[config.mk]
export PLATFORM = sky130hd
export DESIGN_NAME = sorted_delay_list_flat
export DESIGN_NICKNAME = d
export VERILOG_FILES = /design/src/rtl/sdl_pkg.sv /design/src/rtl/sdl_ifs.sv /design/src/rtl/sdl_cell.sv /design/src/rtl/sdl_seq.sv /design/src/rtl/sorted_delay_list.sv /design/src/flat_wrapper.sv
export VERILOG_INCLUDE_DIRS = /design/src /design/src/rtl
export SDC_FILE = /design/constraint.sdc
export NUM_CORES = 2
export LEC_CHECK = 0
export BUFFER_PORTS_ARGS = -buffer_cell sky130_fd_sc_hd__buf_2
export CAP_MARGIN = 20
export CORE_MARGIN = 2
export CORE_UTILIZATION = 57
export DETAILED_ROUTE_END_ITERATION = 8
export GPL_ROUTABILITY_DRIVEN = 0
export GPL_TIMING_DRIVEN = 1
export PLACE_DENSITY = 0.7
export RECOVER_POWER = 25
export SLEW_MARGIN = 10
export SYNTH_ARGS = -nofsm -noshare
export SYNTH_HDL_FRONTEND = slang
export SYNTH_HIERARCHICAL = 1
export SYNTH_SLANG_ARGS = --single-unit
export TNS_END_PERCENT = 10
[constraint.sdc]
create_clock -name i_clk -period 5.95 [get_ports i_clk]
set_input_delay 0 -clock i_clk [delete_from_list [all_inputs] [get_ports i_clk]]
set_output_delay 0 -clock i_clk [all_outputs]
set_load 0.05 [all_outputs]
[src/rtl/assert_macros.svh]
// Assertion helpers shared by the RTL.
`ifndef ASSERT_MACROS_SVH
`define ASSERT_MACROS_SVH

// Check a condition at every clock edge outside reset.
`define SDL_ASSERT_ALWAYS(label, clk, rst_n, cond) \
    label: assert property (@(posedge clk) disable iff (!(rst_n)) (cond)) \
        else $error("sorted_delay_list: assertion failed");

// Check that a condition implies another in the same cycle.
`define SDL_ASSERT_IMPL(label, clk, rst_n, ante, cons) \
    label: assert property (@(posedge clk) disable iff (!(rst_n)) (ante) |-> (cons)) \
        else $error("sorted_delay_list: assertion failed");

// Check that a condition implies another in the following cycle.
`define SDL_ASSERT_NEXT(label, clk, rst_n, ante, cons) \
    label: assert property (@(posedge clk) disable iff (!(rst_n)) (ante) |=> (cons)) \
        else $error("sorted_delay_list: assertion failed");

`endif

[src/rtl/sdl_pkg.sv]
`default_nettype none

package sdl_pkg;

    localparam int ID_BITS       = 4;
    localparam int NUM_IDS       = 2 ** ID_BITS;
    localparam int IN_KEY_BITS   = 32;
    localparam int CNT_BITS      = 5;
    localparam int OP_BITS       = 2;
    localparam int ERR_BITS      = 2;
    localparam int MAX_ITEMS_DEF = 16;
    localparam int KEY_BITS_DEF  = 32;

    typedef enum logic [OP_BITS-1:0] {
        OP_CLEAR  = 2'd0,
        OP_INSERT = 2'd1,
        OP_TAIL   = 2'd2,
        OP_REMOVE = 2'd3
    } t_op;

    typedef enum logic [ERR_BITS-1:0] {
        ERR_OK       = 2'd0,
        ERR_LISTED   = 2'd1,
        ERR_UNLISTED = 2'd2
    } t_err;

    typedef enum logic [1:0] {
        S_IDLE,
        S_RUN,
        S_OUT
    } t_state;

    // Operation wave that ripples down the cell chain.
    typedef struct packed {
        logic                vld;
        t_op                 op;
        logic                itm;
        logic                hit;
        logic [ID_BITS-1:0]  id;
    } t_tok;

    typedef struct packed {
        logic               vld;
        logic [ID_BITS-1:0] id;
    } t_ent;

    function automatic int f_ncell(input int max_items);
        return (max_items < NUM_IDS) ? max_items : NUM_IDS;
    endfunction

endpackage

`default_nettype wire

[src/rtl/sdl_ifs.sv]
`default_nettype none

interface sdl_in_if;
    import sdl_pkg::*;

    logic                   valid;
    logic                   ready;
    logic [OP_BITS-1:0]     operation;
    logic [ID_BITS-1:0]     item_id;
    logic [IN_KEY_BITS-1:0] item_key;

    modport source (output valid, operation, item_id, item_key, input ready);
    modport sink   (input valid, operation, item_id, item_key, output ready);
endinterface

interface sdl_out_if;
    import sdl_pkg::*;

    logic                   valid;
    logic                   ready;
    logic [CNT_BITS-1:0]    item_count;
    logic [ID_BITS-1:0]     head_item;
    logic [IN_KEY_BITS-1:0] head_key;
    logic                   list_empty;
    logic [ERR_BITS-1:0]    error_code;

    modport source (output valid, item_count, head_item, head_key, list_empty,
                    error_code, input ready);
    modport sink   (input valid, item_count, head_item, head_key, list_empty,
                    error_code, output ready);
endinterface

`default_nettype wire

[src/rtl/sdl_cell.sv]
`default_nettype none

module sdl_cell #(
    parameter int KEY_BITS = sdl_pkg::KEY_BITS_DEF
) (
    input  wire logic                i_clk,
    input  wire logic                i_rst_n,
    input  wire sdl_pkg::t_tok       i_tok,
    input  wire logic [KEY_BITS-1:0] i_tok_key,
    output sdl_pkg::t_tok            o_tok,
    output logic [KEY_BITS-1:0]      o_tok_key,
    input  wire logic                i_rgive,
    input  wire sdl_pkg::t_ent       i_rent,
    input  wire logic [KEY_BITS-1:0] i_rent_key,
    output sdl_pkg::t_ent            o_ent,
    output logic [KEY_BITS-1:0]      o_ent_key,
    output logic                     o_give
);
    import sdl_pkg::*;

    logic                r_vld;
    logic [ID_BITS-1:0]  r_id;
    logic [KEY_BITS-1:0] r_key;
    t_tok                r_tok;
    logic [KEY_BITS-1:0] r_tok_key;

    logic                n_vld;
    logic [ID_BITS-1:0]  n_id;
    logic [KEY_BITS-1:0] n_key;
    t_tok                n_tok;
    logic [KEY_BITS-1:0] n_tok_key;

    logic w_place;

    assign w_place = i_tok.itm && (i_tok.hit || !r_vld ||
                     ((i_tok.op == OP_INSERT) && (r_key > i_tok_key)));

    always_comb begin
        n_vld     = r_vld;
        n_id      = r_id;
        n_key     = r_key;
        n_tok     = i_tok;
        n_tok_key = i_tok_key;
        if (i_rgive) begin
            n_vld = i_rent.vld;
            n_id  = i_rent.id;
            n_key = i_rent_key;
        end else if (i_tok.vld) begin
            case (i_tok.op)
                OP_CLEAR: begin
                    n_vld = 1'b0;
                end
                OP_INSERT, OP_TAIL: begin
                    // take the item and pass the displaced one on
                    if (w_place) begin
                        n_vld     = 1'b1;
                        n_id      = i_tok.id;
                        n_key     = i_tok_key;
                        n_tok.id  = r_id;
                        n_tok.itm = r_vld;
                        n_tok.hit = 1'b1;
                        n_tok_key = r_key;
                    end
                end
                OP_REMOVE: begin
                    // drop the match, then close the gap from the right
                    if (i_tok.hit) begin
                        n_vld = 1'b0;
                    end else if (r_vld && (r_id == i_tok.id)) begin
                        n_vld     = 1'b0;
                        n_tok.hit = 1'b1;
                    end
                end
                default: begin
                end
            endcase
        end
    end

    always_ff @(posedge i_clk) begin
        if (!i_rst_n) begin
            r_vld <= 1'b0;
            r_tok <= '0;
        end else begin
            r_vld <= n_vld;
            r_tok <= n_tok;
        end
    end

    always_ff @(posedge i_clk) begin
        r_id      <= n_id;
        r_key     <= n_key;
        r_tok_key <= n_tok_key;
    end

    assign o_tok     = r_tok;
    assign o_tok_key = r_tok_key;
    assign o_ent     = '{vld: r_vld, id: r_id};
    assign o_ent_key = r_key;
    assign o_give    = i_tok.vld && (i_tok.op == OP_REMOVE) && i_tok.hit;

endmodule

`default_nettype wire

[src/rtl/sdl_seq.sv]
`default_nettype none
`include "assert_macros.svh"

module sdl_seq #(
    parameter int MAX_ITEMS = sdl_pkg::MAX_ITEMS_DEF,
    parameter int KEY_BITS  = sdl_pkg::KEY_BITS_DEF
) (
    input  wire logic                i_clk,
    input  wire logic                i_rst_n,
    sdl_in_if.sink                   i_in,
    sdl_out_if.source                o_out,
    output sdl_pkg::t_tok            o_tok,
    output logic [KEY_BITS-1:0]      o_tok_key,
    input  wire sdl_pkg::t_ent       i_head,
    input  wire logic [KEY_BITS-1:0] i_head_key,
    input  wire logic                i_done
);
    import sdl_pkg::*;

    localparam int NCELL = f_ncell(MAX_ITEMS);

    t_state               r_state;
    t_state               n_state;
    logic [NUM_IDS-1:0]   r_in_list;
    logic [NUM_IDS-1:0]   n_in_list;
    logic [CNT_BITS-1:0]  r_cnt;
    logic [CNT_BITS-1:0]  n_cnt;
    t_tok                 r_tok;
    t_tok                 n_tok;
    logic [KEY_BITS-1:0]  r_tok_key;
    logic [KEY_BITS-1:0]  n_tok_key;

    logic [CNT_BITS-1:0]    r_o_cnt;
    logic [ID_BITS-1:0]     r_o_id;
    logic [IN_KEY_BITS-1:0] r_o_key;
    logic                   r_o_empty;
    t_err                   r_o_err;
    t_err                   n_o_err;

    t_op  w_op;
    t_err w_err;
    logic w_cap;

    assign w_op = t_op'(i_in.operation);

    always_comb begin
        w_err = ERR_OK;
        if (w_op != OP_CLEAR) begin
            if (int'(i_in.item_id) >= MAX_ITEMS) begin
                w_err = ERR_UNLISTED;
            end else if (w_op == OP_REMOVE) begin
                if (!r_in_list[i_in.item_id]) begin
                    w_err = ERR_UNLISTED;
                end
            end else if (r_in_list[i_in.item_id]) begin
                w_err = ERR_LISTED;
            end
        end
    end

    always_comb begin
        n_state   = r_state;
        n_in_list = r_in_list;
        n_cnt     = r_cnt;
        n_tok     = '0;
        n_tok_key = r_tok_key;
        n_o_err   = ERR_OK;
        w_cap     = 1'b0;
        case (r_state)
            S_IDLE: begin
                if (i_in.valid) begin
                    n_tok_key = KEY_BITS'(i_in.item_key);
                    n_o_err   = w_err;
                    if (w_err != ERR_OK) begin
                        w_cap   = 1'b1;
                        n_state = S_OUT;
                    end else begin
                        n_tok.vld = 1'b1;
                        n_tok.op  = w_op;
                        n_tok.itm = 1'b1;
                        n_tok.hit = 1'b0;
                        n_tok.id  = i_in.item_id;
                        n_state   = S_RUN;
                        case (w_op)
                            OP_CLEAR: begin
                                n_in_list = '0;
                                n_cnt     = '0;
                            end
                            OP_REMOVE: begin
                                n_in_list[i_in.item_id] = 1'b0;
                                n_cnt = r_cnt - CNT_BITS'(1);
                            end
                            default: begin
                                n_in_list[i_in.item_id] = 1'b1;
                                n_cnt = r_cnt + CNT_BITS'(1);
                            end
                        endcase
                    end
                end
            end
            S_RUN: begin
                if (i_done) begin
                    w_cap   = 1'b1;
                    n_state = S_OUT;
                end
            end
            S_OUT: begin
                if (o_out.ready) begin
                    n_state = S_IDLE;
                end
            end
            default: begin
                n_state = S_IDLE;
            end
        endcase
    end

    always_ff @(posedge i_clk) begin
        if (!i_rst_n) begin
            r_state   <= S_IDLE;
            r_in_list <= '0;
            r_cnt     <= '0;
            r_tok     <= '0;
        end else begin
            r_state   <= n_state;
            r_in_list <= n_in_list;
            r_cnt     <= n_cnt;
            r_tok     <= n_tok;
        end
    end

    always_ff @(posedge i_clk) begin
        r_tok_key <= n_tok_key;
        if (w_cap) begin
            r_o_cnt   <= n_cnt;
            r_o_err   <= n_o_err;
            r_o_empty <= !i_head.vld;
            r_o_id    <= i_head.vld ? i_head.id : '0;
            r_o_key   <= i_head.vld ? IN_KEY_BITS'(i_head_key) : '1;
        end
    end

    assign i_in.ready       = (r_state == S_IDLE);
    assign o_out.valid      = (r_state == S_OUT);
    assign o_out.item_count = r_o_cnt;
    assign o_out.head_item  = r_o_id;
    assign o_out.head_key   = r_o_key;
    assign o_out.list_empty = r_o_empty;
    assign o_out.error_code = r_o_err;
    assign o_tok            = r_tok;
    assign o_tok_key        = r_tok_key;

    `SDL_ASSERT_ALWAYS(a_cnt_matches, i_clk, i_rst_n, $countones(r_in_list) == int'(r_cnt))
    `SDL_ASSERT_ALWAYS(a_cnt_bound, i_clk, i_rst_n, int'(r_cnt) <= NCELL)
    `SDL_ASSERT_IMPL(a_done_in_run, i_clk, i_rst_n, i_done, r_state == S_RUN)
    `SDL_ASSERT_NEXT(a_launch_once, i_clk, i_rst_n, r_tok.vld, !r_tok.vld && r_state == S_RUN)

endmodule

`default_nettype wire

[src/rtl/sorted_delay_list.sv]
// Ordered list of up to min(MAX_ITEMS, 16) item identifiers with clear, sorted
// insert, tail insert and remove. The list lives in a chain of cells, head
// first; an accepted request travels down the chain one cell per clock, and
// its result is registered once the request has passed the last cell.
// Rejected requests (item already listed, item not listed, identifier out of
// range) leave the list as is and are answered in the next cycle. A sorted
// insert goes before the first listed item whose key is strictly greater; a
// tail insert always goes last. Results wait in an output register; no new
// request is taken until the result word has been taken.
`default_nettype none

module sorted_delay_list #(
    parameter int MAX_ITEMS = sdl_pkg::MAX_ITEMS_DEF,
    parameter int KEY_BITS  = sdl_pkg::KEY_BITS_DEF
) (
    input  wire logic i_clk,
    input  wire logic i_rst_n,
    sdl_in_if.sink    i_in,
    sdl_out_if.source o_out
);
    import sdl_pkg::*;

    localparam int NCELL = f_ncell(MAX_ITEMS);

    t_tok                w_tok     [NCELL+1];
    logic [KEY_BITS-1:0] w_tok_key [NCELL+1];
    t_ent                w_ent     [NCELL+1];
    logic [KEY_BITS-1:0] w_ent_key [NCELL+1];
    logic                w_give    [NCELL+1];

    assign w_ent[NCELL]     = '0;
    assign w_ent_key[NCELL] = '0;
    assign w_give[NCELL]    = 1'b0;

    sdl_seq #(
        .MAX_ITEMS (MAX_ITEMS),
        .KEY_BITS  (KEY_BITS)
    ) u_seq (
        .i_clk      (i_clk),
        .i_rst_n    (i_rst_n),
        .i_in       (i_in),
        .o_out      (o_out),
        .o_tok      (w_tok[0]),
        .o_tok_key  (w_tok_key[0]),
        .i_head     (w_ent[0]),
        .i_head_key (w_ent_key[0]),
        .i_done     (w_tok[NCELL].vld)
    );

    for (genvar g = 0; g < NCELL; g++) begin : g_cell
        sdl_cell #(
            .KEY_BITS (KEY_BITS)
        ) u_cell (
            .i_clk      (i_clk),
            .i_rst_n    (i_rst_n),
            .i_tok      (w_tok[g]),
            .i_tok_key  (w_tok_key[g]),
            .o_tok      (w_tok[g+1]),
            .o_tok_key  (w_tok_key[g+1]),
            .i_rgive    (w_give[g+1]),
            .i_rent     (w_ent[g+1]),
            .i_rent_key (w_ent_key[g+1]),
            .o_ent      (w_ent[g]),
            .o_ent_key  (w_ent_key[g]),
            .o_give     (w_give[g])
        );
    end

endmodule

`default_nettype wire
[src/flat_wrapper.sv]
// flat-port wrapper written by rule: the top's interface ports become plain ports
module sorted_delay_list_flat import sdl_pkg::*;
#(
    parameter int MAX_ITEMS = sdl_pkg::MAX_ITEMS_DEF,
    parameter int KEY_BITS  = sdl_pkg::KEY_BITS_DEF
)
  (i_clk, i_rst_n, i_in_valid, i_in_operation, i_in_item_id, i_in_item_key, i_in_ready, o_out_valid, o_out_item_count, o_out_head_item, o_out_head_key, o_out_list_empty, o_out_error_code, o_out_ready);
  sdl_in_if i_in_i ();
  sdl_out_if o_out_i ();
  input  wire logic i_clk;
  input  wire logic i_rst_n;
  input wire logic [$bits(i_in_i.valid)-1:0] i_in_valid;
  input wire logic [$bits(i_in_i.operation)-1:0] i_in_operation;
  input wire logic [$bits(i_in_i.item_id)-1:0] i_in_item_id;
  input wire logic [$bits(i_in_i.item_key)-1:0] i_in_item_key;
  output wire logic [$bits(i_in_i.ready)-1:0] i_in_ready;
  output wire logic [$bits(o_out_i.valid)-1:0] o_out_valid;
  output wire logic [$bits(o_out_i.item_count)-1:0] o_out_item_count;
  output wire logic [$bits(o_out_i.head_item)-1:0] o_out_head_item;
  output wire logic [$bits(o_out_i.head_key)-1:0] o_out_head_key;
  output wire logic [$bits(o_out_i.list_empty)-1:0] o_out_list_empty;
  output wire logic [$bits(o_out_i.error_code)-1:0] o_out_error_code;
  input wire logic [$bits(o_out_i.ready)-1:0] o_out_ready;
  assign i_in_i.valid = i_in_valid;
  assign i_in_i.operation = i_in_operation;
  assign i_in_i.item_id = i_in_item_id;
  assign i_in_i.item_key = i_in_item_key;
  assign i_in_ready = i_in_i.ready;
  assign o_out_valid = o_out_i.valid;
  assign o_out_item_count = o_out_i.item_count;
  assign o_out_head_item = o_out_i.head_item;
  assign o_out_head_key = o_out_i.head_key;
  assign o_out_list_empty = o_out_i.list_empty;
  assign o_out_error_code = o_out_i.error_code;
  assign o_out_i.ready = o_out_ready;
  sorted_delay_list #(.MAX_ITEMS(MAX_ITEMS), .KEY_BITS(KEY_BITS)) u_core (.i_clk(i_clk), .i_rst_n(i_rst_n), .i_in(i_in_i), .o_out(o_out_i));
endmodule
# Word-level counts from Yosys, hierarchy flattened
# Index checks and enable logic that the tools add are counted.
dict set report totals {
  register_bits 1316
  inputBits 42
  output_inout_bits 46
  elab_cells 944
}
dict set report classes {
  n_addsub 2
  magnitude_cmp 18
  n_eq_ne 102
  mux 417
  bitwise_logic 7
  reduce_logical 245
}
# cell count
set op_table {}
lappend op_table {{2-to-1 mux 32 bit} 120}
lappend op_table {{> comparator 32 bit} 16}
lappend op_table {{2-to-1 mux 4 bit} 75}
lappend op_table {{2-to-1 mux 6 bit} 45}
lappend op_table {{2-to-1 mux 1 bit} 129}
lappend op_table {{AND reduction 3 bit} 35}
lappend op_table {{nonzero test 2 bit} 47}
lappend op_table {{logical AND 1 bit} 79}
lappend op_table {{== test 2 bit, second input constant} 34}
lappend op_table {{== test 4 bit} 16}
lappend op_table {{inequality test 4 x 3 -> 1 bit, second input constant} 15}
lappend op_table {{case mux 1 bit (3 select lines)} 16}
lappend op_table {{inequality test 3 bit, second input constant} 15}
lappend op_table {{logical NOT 2 bit} 18}
lappend op_table {{== test 2 x 1 -> 1 bit, second input constant} 17}
lappend op_table {{logical OR 1 bit} 32}
lappend op_table {{case mux 1 bit (2 select lines)} 16}
lappend op_table {{case mux 16 bit (2 select lines)} 1}
lappend op_table {{OR reduction 2 bit} 16}
lappend op_table {{bitwise AND 16 bit} 1}
lappend op_table {{logical NOT 1 bit} 16}
lappend op_table {{inverter 16 bit} 1}
lappend op_table {{bitwise OR 16 bit} 1}
lappend op_table {{2-to-1 mux 5 bit} 3}
lappend op_table {{other kinds (16)} 27}

# Logic depth before layout (Yosys ltp)
dict set report logic_depth {
  depth_word 9
  mapped_depth 10
  ltp_nobuf 8
}

# By module
# Netlist, hierarchy kept.
# module n_inst cells_each area_per_inst_um2 seq_area_each_um2
set modules_own_cells {}
lappend modules_own_cells {{sdl_cell (u_core.g_cell[0].u_cell ...)} 14 357 3831.2 1921.8}
lappend modules_own_cells {{sdl_cell (u_core.g_cell[8].u_cell ...)} 2 356 3963.8 1921.8}
lappend modules_own_cells {sdl_seq 1 335 4364.2 2882.8}
lappend modules_own_cells {sorted_delay_list 1 1 3.8 0.0}

# Worst setup path before layout
# OpenSTA, ideal clock, no wires.
dict set report synth_path {
  path_type {flip-flop to flip-flop}
  startpoint {register u_core.u_seq.r_state[1]}
  endpoint {register u_core.u_seq.r_o_err[0], in the netlist u_core/u_seq/o_out.error_code[0] (enable)}
  t_arrival_ns 4.057
  slack_ns 1.443
  path_stages_with_launch 6
  path_buffers 0
  cell_sequence {dfxtp_1 -> nor2_1 -> nand2_1 -> inv_2 -> nand2_1 -> o21ai_1}
}
dict set report synth_between {
  elab_chain_cells 2
  word_cells_on_any_way 3
  classes_between {1 x eq/ne; 1 x mux; 1 x reduce/logical}
}
# item line
set synth_lines {}
lappend synth_lines {{from (decl)} sdl_seq.sv:22} ;# t_state r_state;
lappend synth_lines {{from (signal assigned)} sdl_seq.sv:125} ;# r_state <= n_state;
lappend synth_lines {{logical NOT 2 bit} -}
lappend synth_lines {{named net i_in_ready} flat_wrapper.sv:16} ;# output wire logic [$bits(i_in_i.ready)-1:0] i_in_ready;
lappend synth_lines {{case mux 1 bit (2 select lines)} sdl_seq.sv:69} ;# case (r_state)
lappend synth_lines {{named net u_core.u_seq.w_cap} sdl_seq.sv:42} ;# logic w_cap;
lappend synth_lines {{to (signal assigned)} sdl_seq.sv:136} ;# r_o_err <= n_o_err;
lappend synth_lines {{to (decl)} sdl_seq.sv:37} ;# t_err r_o_err;
# The timed path passes the listed nets, and every way through them passes these cells.
# A chain may end at the register's enable or synchronous reset.

==> results.ini <==
[status]
outcome = complete, but fails checks
violations = capacitance limit, slew limit

[grt]
top_usage_layer = met2
grt_max_degree = 103
met2_usage = 0.463
use_met3 = 0.0305
grtUsageMet1 = 0.352
overflow = 0
grt_use_total = 0.268
grt_pass1_wl_um = 248000
grt_pass1_vias = 45200
antenna_found_initial = 0

[worst_setup_path]
timing.rr.start = u_core/g_cell[5].u_cell/o_tok[6]$_SDFF_PN0_
rr_worst_depth = 5
crit_type = flip-flop to flip-flop
path_depth = 5
crit_fanout = 70
max_stage_delay_ns = 2.27
worst_setup_path_start_kind = flip-flop
cpMaxStageDelayCell = clkbuf_1
timing.rr.end = u_core/g_cell[5].u_cell/o_ent_key[31]$_DFFE_PP_
cp-end-kind = flip-flop
path_buf_inv = 2
reg2reg_slack_ns = 1.25
arrival_ns = 5.09
cp_top_family = buffers and inverters
crit_chain = ha_1, and3_2, clkbuf_1, o21bai_2, buf_4
critPathRequiredTime_ns = 6.34

[clock_network]
cts_hold_buffers = 75
cts_setup_buffers = 0
cts.sinks = 1314
root_buffer = clkbuf_16
clk_path_buf_depth = 3
htreeDepth = 4
cts_resized = 0
cts.clk_slew.worst_paths_ns = 0.06
cts_inserted_buffers = 141
clock_latency_ns = 0.73
cts_tree = yes

[min_path]
hold_path_end = u_core/u_seq/o_tok_key[30]$_DFFE_PP_
min_from = i_in_item_key[30]
whs_path_depth = 2
hp-class = input port to flip-flop

[detailed_routing]
vias_per_cell = 5.78
routed_wl_um = 158000
drc = 0
ant_nets = 0
drtIter0Drc = 3728
dr.pass1.iters = 8
post_drt_wl_per_cell_um = 20.5
vias = 44700

[logic_synthesis]
syn_area_mm2 = 0.0646
ys_warn_count = 6
avgSynthCellArea_um2 = 10.9
syn_inst = 5946

[finish]
synthToLayoutAreaGrowth_pct = 10.6
antenna_cells = 0
drive_above_1_share = 0.140
fin_nets = 6724
final_cell_area_mm2 = 0.0714
nFillCells = 8927

[floorplanning]
row_count = 123
start_util = 0.574
core-area_mm2 = 0.112
fp.dieH_um = 341
die_x_um = 341
die_area_mm2 = 0.116
io-pin-count = 88

[placed_design]
dp_hpwl_um = 114000
port_buffers = 87
placed_area_mm2 = 0.0662

[timing]
worstMarginPinSlew_ns = 3.21
period_share = 0.790
layout_min_cycle_time_ns = 4.70
rsz0062_at_grt = no
fmax_mhz = 213
relSlewSlack = -1.14
tns_ns = 0
setup_viol = 0
drv_slew = 689
finalHoldViolations = 0
skew_ns = 0.0304

[job]
maxCapViolCount = 11

[power_and_ir_drop]
irDropWorstVdd_mv = 0.247
power.density_mw_per_mm2 = 282
p_leak_nw = 28.9

==> final cells by class <==
cell class,instances,area [um2],share of cell area
well taps,1500,1880,0.0263
flip-flops and latches,1314,32800,0.460
clock inverters,43,393,0.00550
inverters,617,2320,0.0324
multi-input cells,3828,28400,0.397
repair buffers,215,1490,0.0209
clock buffers,218,4160,0.0582
==> where the power goes <==
group	switching, W	total, W	internal [W]
Clock	0.00359	0.00867	0.00508
Combinational	0.000791	0.00141	0.000621
Sequential	0.000233	0.0101	0.00985
Total	0.00462	0.0202	0.0155
==> worst max-delay path by stage <==
stage,endpoint,slack (ns),from
after global placement,u_core/g_cell[14].u_cell/o_tok_key[30]$_DFF_P_,2.16,u_core/g_cell[14].u_cell/o_ent_key[15]$_DFFE_PP_
after floorplan,u_core/u_seq/o_out.error_code[0]$_SDFFCE_PN0P_,1.44,u_core/u_seq/r_state[1]$_SDFFE_PN0P_
after global routing,u_core/g_cell[0].u_cell/o_tok_key[23]$_DFF_P_,0.95,u_core/g_cell[0].u_cell/o_tok[6]$_SDFF_PN0_
final,u_core/g_cell[5].u_cell/o_ent_key[31]$_DFFE_PP_,1.25,u_core/g_cell[5].u_cell/o_tok[6]$_SDFF_PN0_
after detailed placement,u_core/g_cell[14].u_cell/o_tok_key[28]$_DFF_P_,2.14,u_core/g_cell[14].u_cell/o_ent_key[15]$_DFFE_PP_
after CTS,u_core/g_cell[14].u_cell/o_tok_key[26]$_DFF_P_,2.11,u_core/g_cell[14].u_cell/o_ent_key[15]$_DFFE_PP_
==> per-layer routing <==
layer	routed length (um)	share of wire
met1	68100	0.43
met2	78400	0.50
met3	7270	0.046
met4	4340	0.027
met5	0	0
==> state kept, by name (all words and copies together), names as in the netlist <==
signal	count
u_core/u_seq/r_cnt	5
u_core/g_cell.u_cell/r_id	64
u_core/g_cell.u_cell/o_tok	136
u_core/u_seq/o_out.head_item	4
u_core/u_seq/o_out.item_count	5
u_core/g_cell.u_cell/r_vld	16
u_core/g_cell.u_cell/o_ent_key	512
u_core/u_seq/r_state	2
u_core/u_seq/o_tok_key	32
u_core/u_seq/o_tok	7
u_core/u_seq/r_in_list	16
u_core/g_cell.u_cell/o_tok_key	480
u_core/u_seq/o_out.list_empty	1
u_core/u_seq/o_out.head_key	32
u_core/u_seq/o_out.error_code	2
==> per-stage QoR <==
step                       util  std cells  hold slack, ns  setup WS, ns  total power, W
after floorplan               -       5983          0.0989          1.44          0.0112
after global placement    0.589       7399           0.176          2.16          0.0116
after detailed placement  0.589       7399           0.178          2.14          0.0116
after CTS                 0.636       7735         0.00135          2.11          0.0203
after global routing      0.635       7735          0.0182         0.951          0.0209
final                     0.635       7735          0.0498          1.25          0.0202
==> layout by cell type (no fill, tap or decap), types with 38 or more instances in the layout <==
cell / instances
inv_1: 617
nand2_1: 789
xnor2_1: 47
edfxtp_1: 652
a31oi_1: 38
clkbuf_16: 149
mux2i_1: 65
nand2b_1: 85
dfxtp_1: 662
buf_2: 39
conb_1: 39
clkbuf_1: 109
nand4_1: 127
ha_1: 565
nor2_1: 79
nor3_1: 39
mux2_4: 53
mux2_2: 483
nand3_1: 59
o21ai_0: 628
buf_4: 43
dlygate4sd3_1: 75
a21oi_1: 240
(Power assumes the default switching activity.)
